===== src/rtl/csed_pkg.sv =====
// shared types and constants of the compressor sensor event detector
`timescale 1ns / 1ps

package csed_pkg;

    // converter code width and full scale
    localparam int SAMPLE_BITS = 12;
    localparam int FULL_SCALE  = 1 << SAMPLE_BITS;

    // result widths
    localparam int PRESS_W = 10;
    localparam int CUR_W   = 10;

    // pressure front end: a = 13200*s - 3999*FS, taken as t = a / 48
    localparam int PRESS_GAIN   = 275;
    localparam int PRESS_OFFSET = 3999 * FULL_SCALE / 48;
    localparam int PRESS_T_MIN  = 889 * FULL_SCALE / 16;   // magnitude at 0.333 V
    localparam int PRESS_T_MAX  = 3 * PRESS_T_MIN;         // value at 3.0 V
    localparam int T_W          = SAMPLE_BITS + 9;         // 275*s
    localparam int Y_W          = SAMPLE_BITS + 8;         // |t|

    // psi factor times 1e8, split for the constant multiply
    localparam longint unsigned PSI_K   = 64'd14503773779;
    localparam int              K_SPLIT = 17;
    localparam longint unsigned PSI_K_HI = PSI_K >> K_SPLIT;
    localparam longint unsigned PSI_K_LO = PSI_K & ((64'd1 << K_SPLIT) - 64'd1);

    // divisor E = 2667*FS*1e8/48; 2E = DIV_D * 2^DIV_SHIFT
    localparam longint unsigned PSI_E = 64'd889 * (FULL_SCALE / 16) * 64'd100000000;
    localparam int              DIV_SHIFT = SAMPLE_BITS + 5;
    localparam longint unsigned DIV_D     = 64'd347265625;
    localparam int              N_W = Y_W + 36;            // 2*y*K + E
    localparam int              M_W = 38;                  // (2*y*K + E) >> DIV_SHIFT

    // quotient estimate from the top bits of m, never above the true quotient
    localparam int              EST_IN_W  = 18;
    localparam int              EST_DROP  = M_W - EST_IN_W;
    localparam int              EST_FRAC  = 24;
    localparam int              EST_P_W   = EST_IN_W + 16;
    localparam longint unsigned EST_RECIP = (64'd1 << (EST_DROP + EST_FRAC)) / DIV_D;
    localparam int              Q_W       = 9;

    // current scale: tenths = round(625*c / FS)
    localparam int CUR_GAIN = 625;
    localparam int CUR_P_W  = SAMPLE_BITS + 10;

    typedef logic [SAMPLE_BITS-1:0]    sample_t;
    typedef logic signed [PRESS_W-1:0] press_t;
    typedef logic [CUR_W-1:0]          cur_t;

    // per-stage load enables of the pipeline
    typedef struct packed {
        logic s1;
        logic s2;
        logic s3;
    } csed_adv_t;

endpackage


===== src/rtl/csed_pressure.sv =====
// pressure conversion pipeline: clamp, psi scale and rounded constant divide
`timescale 1ns / 1ps

module csed_pressure (
    input  logic                clk,
    input  csed_pkg::csed_adv_t adv,
    input  csed_pkg::sample_t   sample,
    output csed_pkg::press_t    tenths
);
    import csed_pkg::*;

    logic             neg1_reg, neg1_next;
    logic [Y_W-1:0]   y1_reg, y1_next;
    logic             neg2_reg;
    logic [M_W-1:0]   m2_reg, m2_next;
    logic             neg3_reg;
    logic [M_W-1:0]   m3_reg;
    logic [Q_W-1:0]   qe3_reg, qe3_next;

    logic [T_W-1:0]         gain_prod;
    logic signed [T_W:0]    t_val;
    logic [N_W-1:0]         n_prod;
    logic [N_W-1:0]         n_val;
    logic [EST_IN_W-1:0]    est_in;
    logic [EST_P_W-1:0]     est_prod;
    logic [M_W-1:0]         qd;
    logic [M_W-1:0]         rem;
    logic [Q_W-1:0]         q_val;
    logic signed [PRESS_W-1:0] mag;

    // stage 1: linear map and clamp, split into sign and magnitude
    always_comb
    begin
        gain_prod = T_W'(sample) * T_W'(PRESS_GAIN);
        t_val     = $signed({1'b0, gain_prod}) - $signed((T_W + 1)'(PRESS_OFFSET));
        if (t_val < -$signed((T_W + 1)'(PRESS_T_MIN)))
        begin
            neg1_next = 1'b1;
            y1_next   = Y_W'(PRESS_T_MIN);
        end
        else if (t_val > $signed((T_W + 1)'(PRESS_T_MAX)))
        begin
            neg1_next = 1'b0;
            y1_next   = Y_W'(PRESS_T_MAX);
        end
        else if (t_val < 0)
        begin
            neg1_next = 1'b1;
            y1_next   = Y_W'(-t_val);
        end
        else
        begin
            neg1_next = 1'b0;
            y1_next   = Y_W'(t_val);
        end
    end

    // stage 2: 2*y*K + E, low bits dropped since 2E carries that power of two
    always_comb
    begin
        n_prod  = ((N_W'(y1_reg) * N_W'(PSI_K_HI)) << K_SPLIT) + N_W'(y1_reg) * N_W'(PSI_K_LO);
        n_val   = (n_prod << 1) + N_W'(PSI_E);
        m2_next = n_val[DIV_SHIFT +: M_W];
    end

    // stage 3: quotient estimate by reciprocal, off by at most one low
    always_comb
    begin
        est_in   = m2_reg[M_W-1 -: EST_IN_W];
        est_prod = EST_P_W'(est_in) * EST_P_W'(EST_RECIP);
        qe3_next = est_prod[EST_FRAC +: Q_W];
    end

    // stage 4: remainder check fixes the estimate, then restore the sign
    always_comb
    begin
        qd     = M_W'(qe3_reg) * M_W'(DIV_D);
        rem    = m3_reg - qd;
        q_val  = qe3_reg + Q_W'(rem >= M_W'(DIV_D));
        mag    = $signed({1'b0, q_val});
        tenths = neg3_reg ? -mag : mag;
    end

    // datapath registers
    always_ff @(posedge clk)
    begin
        if (adv.s1)
        begin
            neg1_reg <= neg1_next;
            y1_reg   <= y1_next;
        end
        if (adv.s2)
        begin
            neg2_reg <= neg1_reg;
            m2_reg   <= m2_next;
        end
        if (adv.s3)
        begin
            neg3_reg <= neg2_reg;
            m3_reg   <= m2_reg;
            qe3_reg  <= qe3_next;
        end
    end

endmodule


===== src/rtl/compressor_sensor_event_detector.sv =====
// top level: sensor conversion pipeline, event flags and result register
`timescale 1ns / 1ps

// Takes one pressure/current sample pair per beat and returns one result beat
// per pair: pressure in tenths of psi, motor current in tenths of amps, and
// the motor, pressure-change and supply event flags with the pressurized flag.
// A new pair can be accepted every cycle while results are taken. Each pair
// passes an input stage, three arithmetic stages and the result register; that
// depth is set by the pressure path, which scales by the psi factor and divides
// by a constant with exact half-away rounding.
// Each stage holds only when the stage after it is full and stalled, so input
// keeps flowing while a result waits, as long as there is a free stage.
// Event flags compare against the previous result delivered into the result
// register; reset clears the previous values and the pressurized flag.
module compressor_sensor_event_detector (
    input  logic                clk,
    input  logic                rst_n,
    input  logic                in_valid,
    output logic                in_ready,
    input  csed_pkg::sample_t   pressure_sample,
    input  csed_pkg::sample_t   current_sample,
    output logic                out_valid,
    input  logic                out_ready,
    output csed_pkg::press_t    pressure_tenths,
    output csed_pkg::cur_t      current_tenths,
    output logic                motor_started,
    output logic                motor_stopped,
    output logic                pressure_changed,
    output logic                supply_started,
    output logic                supply_stopped,
    output logic                pressurized_now
);
    import csed_pkg::*;

    // stage valids and result valid
    logic v0_reg, v0_next, v1_reg, v1_next, v2_reg, v2_next, v3_reg, v3_next;
    logic out_valid_reg, out_valid_next;

    // input and current datapath registers
    sample_t p_in_reg, c_in_reg;
    cur_t    cur1_reg, cur1_next, cur2_reg, cur3_reg;

    // event state
    press_t  prev_press_reg, prev_press_next;
    cur_t    prev_cur_reg, prev_cur_next;
    logic    pressurized_reg, pressurized_next;

    // result register
    press_t  press_out_reg;
    cur_t    cur_out_reg;
    logic    m_start_reg, m_stop_reg, changed_reg, s_start_reg, s_stop_reg, flag_out_reg;

    logic       ld_out, ld3, ld2, ld1, fire;
    csed_adv_t  adv;
    press_t     press_val;
    logic [SAMPLE_BITS-1:0] c_span;
    logic [CUR_P_W-1:0]     cur_prod;
    logic       m_start, m_stop, changed, s_start, s_stop;

    // stall chain: a stage loads when it is empty or its successor moves
    always_comb
    begin
        ld_out   = !out_valid_reg || out_ready;
        ld3      = !v3_reg || ld_out;
        ld2      = !v2_reg || ld3;
        ld1      = !v1_reg || ld2;
        in_ready = !v0_reg || ld1;
        fire     = v3_reg && ld_out;
        adv.s1   = ld1;
        adv.s2   = ld2;
        adv.s3   = ld3;
    end

    always_comb
    begin
        v0_next        = in_ready ? in_valid : v0_reg;
        v1_next        = ld1 ? v0_reg : v1_reg;
        v2_next        = ld2 ? v1_reg : v2_reg;
        v3_next        = ld3 ? v2_reg : v3_reg;
        out_valid_next = ld_out ? v3_reg : out_valid_reg;
    end

    // pressure path
    csed_pressure u_pressure (
        .clk    (clk),
        .adv    (adv),
        .sample (p_in_reg),
        .tenths (press_val)
    );

    // current: clamp to the upper half of the scale, then round(625*c / FS)
    always_comb
    begin
        c_span    = c_in_reg[SAMPLE_BITS-1] ? {c_in_reg[SAMPLE_BITS-2:0], 1'b0} : '0;
        cur_prod  = CUR_P_W'(c_span) * CUR_P_W'(CUR_GAIN) + CUR_P_W'(FULL_SCALE / 2);
        cur1_next = cur_prod[SAMPLE_BITS +: CUR_W];
    end

    // event flags against the previous result
    always_comb
    begin
        m_start          = (cur3_reg != '0) && (prev_cur_reg == '0);
        m_stop           = (cur3_reg == '0) && (prev_cur_reg != '0);
        changed          = (press_val != prev_press_reg);
        s_start          = 1'b0;
        s_stop           = 1'b0;
        pressurized_next = pressurized_reg;
        priority if (press_val > prev_press_reg)
        begin
            s_stop = pressurized_reg;
        end
        else if (prev_press_reg > press_val)
        begin
            if (press_val == '0)
                pressurized_next = 1'b0;
            else
                s_start = pressurized_reg;
        end
        else if (!pressurized_reg && (press_val > 0))
        begin
            pressurized_next = 1'b1;
        end
        else
        begin
            pressurized_next = pressurized_reg;
        end
        prev_press_next = press_val;
        prev_cur_next   = cur3_reg;
    end

    // control and event state
    always_ff @(posedge clk or negedge rst_n)
    begin
        if (!rst_n)
        begin
            v0_reg          <= 1'b0;
            v1_reg          <= 1'b0;
            v2_reg          <= 1'b0;
            v3_reg          <= 1'b0;
            out_valid_reg   <= 1'b0;
            prev_press_reg  <= '0;
            prev_cur_reg    <= '0;
            pressurized_reg <= 1'b0;
        end
        else
        begin
            v0_reg        <= v0_next;
            v1_reg        <= v1_next;
            v2_reg        <= v2_next;
            v3_reg        <= v3_next;
            out_valid_reg <= out_valid_next;
            if (fire)
            begin
                prev_press_reg  <= prev_press_next;
                prev_cur_reg    <= prev_cur_next;
                pressurized_reg <= pressurized_next;
            end
        end
    end

    // payload registers
    always_ff @(posedge clk)
    begin
        if (in_ready)
        begin
            p_in_reg <= pressure_sample;
            c_in_reg <= current_sample;
        end
        if (ld1)
            cur1_reg <= cur1_next;
        if (ld2)
            cur2_reg <= cur1_reg;
        if (ld3)
            cur3_reg <= cur2_reg;
        if (fire)
        begin
            press_out_reg <= press_val;
            cur_out_reg   <= cur3_reg;
            m_start_reg   <= m_start;
            m_stop_reg    <= m_stop;
            changed_reg   <= changed;
            s_start_reg   <= s_start;
            s_stop_reg    <= s_stop;
            flag_out_reg  <= pressurized_next;
        end
    end

    // result ports
    assign out_valid        = out_valid_reg;
    assign pressure_tenths  = press_out_reg;
    assign current_tenths   = cur_out_reg;
    assign motor_started    = m_start_reg;
    assign motor_stopped    = m_stop_reg;
    assign pressure_changed = changed_reg;
    assign supply_started   = s_start_reg;
    assign supply_stopped   = s_stop_reg;
    assign pressurized_now  = flag_out_reg;

endmodule


===== config.mk =====
export PLATFORM = sky130hd
export DESIGN_NAME = compressor_sensor_event_detector
export DESIGN_NICKNAME = d
export VERILOG_FILES = /design/src/rtl/csed_pkg.sv /design/src/rtl/csed_pressure.sv /design/src/rtl/compressor_sensor_event_detector.sv
export SDC_FILE = /design/constraint.sdc
export NUM_CORES = 2
export LEC_CHECK = 0
export BUFFER_PORTS_ARGS = -buffer_cell sky130_fd_sc_hd__buf_4
export CAP_MARGIN = 0
export CORE_ASPECT_RATIO = 2
export CORE_MARGIN = 3
export CORE_UTILIZATION = 60
export DETAILED_ROUTE_END_ITERATION = 8
export GPL_TIMING_DRIVEN = 0
export PLACE_DENSITY = 0.77
export REMOVE_ABC_BUFFERS = 1
export SYNTH_ARGS = -nofsm -noshare
export SYNTH_HDL_FRONTEND = slang
export SYNTH_SLANG_ARGS = --single-unit
export TNS_END_PERCENT = 10

===== constraint.sdc =====
create_clock -name clk -period 11.7 [get_ports clk]
set_input_delay 2.34 -clock clk [delete_from_list [all_inputs] [get_ports clk]]
set_output_delay 2.34 -clock clk [all_outputs]
set_load 0.005 [all_outputs]

Word level (Yosys, flattened, before mapping)
Cells that the tools add are included.

Flip-flop bits (word level): 214. Bits of input ports: 28. Output and inout bits: 28.

Add/subtract/negate cells: 8. $mul: 6. Magnitude comparators: 7. Eq/ne operators: 1. Mux-type cells: 10. Bitwise gates (word level): 1. Reduce and logical (&&, ||, !) cells: 22.

Operator list (count): $add A55 B45 Y55 const B (1); $add A54 B31 Y54 (1); $mux W20 (2); $ge A38 B29 Y1 const B (1); $mul A9 B29 Y38 const B (1); $sub A38 B38 Y38 (1); $mul A20 B17 Y37 const B (1); $mul A18 B16 Y33 const B (1); $mul A20 B11 Y31 const B (1); $logic_not A10 Y1 (3); $add A22 B12 Y22 const B (1); $gt A22 B21 Y1 const B (1); $lt A22 B1 Y1 const B (1); $lt A22 B19 Y1 const B (1); $mul A12 B10 Y22 const B (1); $sub A21 B19 Y22 const B (1); $mul A12 B9 Y21 const B (1); $gt A10 B10 Y1 (2); $neg A20 Y20 (1); $reduce_bool A10 Y1 (2); $mux W12 (1); $gt A10 B1 Y1 const B (1); $mux W10 (1); $ne A10 B10 Y1 (1); other kinds (8) (26).

Logic depth before layout (Yosys ltp)
Depth after elaboration: 11. Mapped depth: 42. Depth with buffers taken out: 42.

Cells and area by module
From an unflattened synthesis, not the netlist that was laid out.

Cell total of the unflattened synthesis: 3261. Area, all modules: 32656.3 µm².

Modules (own cells, without submodules): csed_pressure (times used 1, cells an instance 2845, area each 27286.2 µm², seq. area each 3243.1 µm²); compressor_sensor_event_detector (times used 1, cells an instance 416, area each 5370.2 µm², seq. area each 3052.9 µm²).

Least setup slack after synthesis
Ideal clock, no wire load.

Path type: flip-flop to flip-flop. Start point: register u_pressure.qe3_reg[6]. End point: register pressurized_reg. Data arrival time: 8653 ps. Required time: 11575 ps. Setup slack: 2922 ps. Cell stages (with the launch flop): 41. Buffers on the path: 0. Clock period less this slack: 8778 ps. Cell sequence: edfxtp_1 > ha_1 > fa_1 > inv_1 > fa_1 > inv_1 > fa_1 > fa_1 > inv_1 > ha_1 > a21o_1 > a21o_1 > a21oi_1 > o21ai_0 > a21oi_1 > o211ai_1 > a41oi_1 > nand3b_1 > (+5 left out) > ha_1 > ha_1 > nand3_1 > xnor2_1 > nand2_1 > nor2_1 > nand2_1 > nand2_1 > xor2_1 > inv_1 > ha_1 > a21o_1 > a21o_1 > a2111oi_0 > xnor2_1 > o41ai_1 > o21ai_0 > mux2_2.

Longest elaborated chain between the ends: 11. Elaborated cells between the ends (all ways): 15.

RTL lines: start, declared (line csed_pressure.sv:18) `logic [Q_W-1:0] qe3_reg, qe3_next;`; start signal, assigned (line csed_pressure.sv:101) `qe3_reg <= qe3_next;`; $mul A9 B29 Y38 (line csed_pressure.sv:77) `qd = M_W'(qe3_reg) * M_W'(DIV_D);`; $sub A38 B38 Y38 (line csed_pressure.sv:78) `rem = m3_reg - qd;`; $ge A38 B29 Y1 (line csed_pressure.sv:79) `q_val = qe3_reg + Q_W'(rem >= M_W'(DIV_D));`; $add A9 B1 Y9 * (line csed_pressure.sv:79); $neg A9 Y10 (line csed_pressure.sv:81) `tenths = neg3_reg ? -mag : mag;`; $mux W10 * (line csed_pressure.sv:81); via press_val[7] (line compressor_sensor_event_detector.sv:55) `press_t press_val;`; $gt A10 B1 Y1 (line compressor_sensor_event_detector.sv:119) `else if (!pressurized_reg && (press_val > 0))`; $logic_and A1 B1 Y1 (line compressor_sensor_event_detector.sv:119); $mux W1 (line compressor_sensor_event_detector.sv:119); $mux W1 (line compressor_sensor_event_detector.sv:112) `else if (prev_press_reg > press_val)`; $mux W1 * (line compressor_sensor_event_detector.sv:108) `priority if (press_val > prev_press_reg)`; via pressurized_next (line compressor_sensor_event_detector.sv:46) `logic pressurized_reg, pressurized_next;`; end signal, assigned (line compressor_sensor_event_detector.sv:156) `pressurized_reg <= pressurized_next;`; end, declared (line compressor_sensor_event_detector.sv:46).

Mark *: on every way through the listed nets, which the timed path passes. The rest lies on a longest branch. A chain may end at the register's enable or synchronous reset.

Worst setup path after layout
Start point: register u_pressure.qe3_reg[3]. End point: register pressurized_reg.

Same word-level chain as after synthesis.

==> metrics.md <==
| Metric | Value |
|---|---|
| First-pass GRT wire length | `126000 um` |
| Netlist cell types | `90` |
| Slowest-stage cell, CP | `edfxtp_1` |
| Antenna fix cells | `0` |
| R2R depth | `a little over 40` |
| Most common flop cell mapped by yosys | `edfxtp_1` |
| Layout Nets | `approximately 4200` |
| Relative slew slack | `0.131` |
| FILL cells | `4141` |
| Clock transition at the registers of the reported paths | `roughly 70 ps` |
| GRT Util Overall | `0.284` |
| Root Driver | `clkbuf_16` |
| Initial antenna violation count | `0` |
| Die area | `56600 um^2` |
| Cell count after synthesis | `between 3000 and 4000` |
| GRT Residual Overflow | `0` |
| Synth async-reset ratio | `0.121` |
| Depth of the CTS H-tree | `1` |
| Flops & latches, synth | `214` |
| Residual DRC | `0` |
| Worst slew pin tran | `roughly 1300 ps` |
| Die H | `333 um` |
| Max Clk Rate | `about 92 MHz` |
| Mean Syn Cell Area | `just over 10 um^2` |
| Launch point of the worst reg-to-reg path | `u_pressure.qe3_reg[3]` |
| Post-CTS Hold Fix Bufs | `0` |
| Hold Violations, Final | `0` |
| Min Tclk post-route | `approximately 11000 ps` |
| CTS tree | `built` |
| Period utilisation layout | `0.932` |
| Most common cell on crit path | `ha_1` |
| Critical Path End Type | `flip-flop` |
| Setup Fix Bufs, Post-CTS | `0` |
| Arr. time, crit path | `about 11000 ps` |
| Synth Cell Area | `between 30000 and 40000 um^2` |
| Total Wirelength | `around 79000 um` |
| Initial core utilization | `0.608` |
| Via density | `around 5.8` |
| Clock Sinks | `214` |
| Number of flops mapped to enable cells by yosys | `between 150 and 200` |
| Crit-path max cell delay | `between 700 and 800 ps` |
| Core area | `roughly 53000 um^2` |
| Initial DRT Pass Iterations | `7` |
| CP required | `between 10000 and 15000 ps` |
| # setup viols final | `0` |
| Worst hold path type | `flip-flop to flip-flop` |
| Post-DP HPWL | `68800 um` |
| Slew Viols, Final | `0` |
| Starting DRT DRC Count | `~960` |
| Port Buf Inserts | `55` |
| Synth area leaders | `fa_1, ha_1, edfxtp_1, inv_1, xnor2_1` |
| Maximum clock path buffer count | `3` |
| Reg-to-Reg End | `pressurized_reg` |
| Most area-hungry cell type in the Yosys netlist | `fa_1` |
| Clk_lat worst skew | `around 540 ps` |
| P&R area growth vs syn | `5.77%` |
| Vias in the first global route | `approximately 25000` |
| Gpl congestion | `1.11` |
| RSZ-0062 raised after global routing | `false` |
| Hold Path Stages | `0` |
| Layout cells sized above 1 | `0.0431` |
| Ys Warns | `0` |
| R2R Setup Slk | `~800 ps` |
| Die W | `approximately 170 um` |
| Max FO, Critical Path | `8` |
| Worst path bufs/invs | `5` |
| Status | `complete, no violations` |
| Hold_sp | `u_pressure.m2_reg[3]` |
| Max Cap Viol | `0` |
| Row Count | `between 100 and 150` |
| Pin count of the biggest net entering global routing | `42` |
| Fin Clk Skew | `between 15 and 20 ps` |
| Yosys top cell area share | `0.255` |
| DR WL/cell | `20.2 um` |
| Sequential element share of the synthesized area | `0.196` |
| Sum Neg Setup Slack | `0 ps` |
| Crit path launch type | `flip-flop` |
| DRT antenna net count | `0` |
| Delay-heaviest family, CP | `adder cells` |
| Endpoint, Worst Hold | `u_pressure.m3_reg[3]` |
| Via count | `between 20000 and 25000` |
| Boundary pin count | `between 50 and 60` |
| Crit Path Category | `flip-flop to flip-flop` |
| CTS buffer count | `23` |
-- cell usage after synthesis (10+ instances only) --
library cell  instances
or3_1                14
nor4_1               12
a211o_1              10
edfxtp_1            188
nand4_1              20
and2_1               11
dfrtp_1              26
o21ai_1              12
o31ai_1              11
o21bai_1             25
nand2b_1             22
xnor2_1             113
xor2_1               64
nand2_1             168
clkbuf_1             27
nor3_1               44
fa_1                409
a21o_1               51
ha_1                578
a31oi_1              11
and3_1               21
o21a_1               26
inv_1               736
nor2_1              115
nand3_1              38
o21ai_0              77
a21oi_1             119
nor2b_1              21
o211ai_1             12
-- stage by stage --
stage | hold slack [ps] | util | setup slack, ps | instances | instance area (um^2)
floorplan | 400 | - | 2920 | 3127 | 32000
global placement | 401 | 0.629 | 1170 | 3847 | 33300
detailed placement | 405 | 0.630 | 949 | 3850 | 33300
CTS | 416 | 0.643 | 887 | 3891 | 34000
global route | 413 | 0.644 | 83.7 | 3892 | 34000
finish | 409 | 0.644 | 792 | 3892 | 34000
-- per-layer routing --
layer	part of all wire	track usage
met5	0	0
met1	0.31	0.255
met3	0.030	0.0288
met2	0.56	0.556
met4	0.10	0.224
-- layout make-up --
class | count | area, um^2 | area share
Timing Repair Buffer | 59 | 473 | 0.0139
Tap cell | 665 | 832 | 0.0245
Clock inverter | 12 | 87.6 | 0.00257
Clock buffer | 29 | 598 | 0.0176
Multi-Input combinational cell | 2177 | 23000 | 0.675
Inverter | 736 | 2760 | 0.0812
Sequential cell | 214 | 6300 | 0.185
-- layout by cell type, fill, tap and decap left out, types with 55 or more instances in the layout --
master      n
xor2_1     64
buf_4      55
fa_1      409
a21oi_1   119
nor2_1    115
edfxtp_1  188
inv_1     736
nand2_1   167
xnor2_1   113
o21ai_0    76
ha_1      578
-- worst max-delay path by stage --
stage / startpoint / to / slack [ps] / cells past startpoint
6_report: u_pressure.qe3_reg[3] / pressurized_reg / 790 / 41
5_1_grt: u_pressure.qe3_reg[3] / pressurized_reg / 80 / 41
4_1_cts: u_pressure.qe3_reg[3] / pressurized_reg / 890 / 39
3_5_place_dp: u_pressure.qe3_reg[3] / pressurized_reg / 950 / 39
3_3_place_gp: u_pressure.qe3_reg[3] / pressurized_reg / 1170 / 39
2_1_floorplan: u_pressure.qe3_reg[6] / pressurized_reg / 2920 / 40
-- repair_timing --
item,CTS,global route
hold endpoints to repair,0,0
setup endpoints to repair,0,1
resized for setup,0,2
-- logic make-up after synthesis --
kind of cell    synth area share
fa+ha+maj                  0.480
buf+inv                   0.0906
simple gates              0.0802
compound gates             0.101
flops                      0.196
xor+xnor                  0.0492
mux                      0.00358
Power is not shown: default switching activity piles up to over one toggle a cycle in this logic, so the estimate is an artifact.
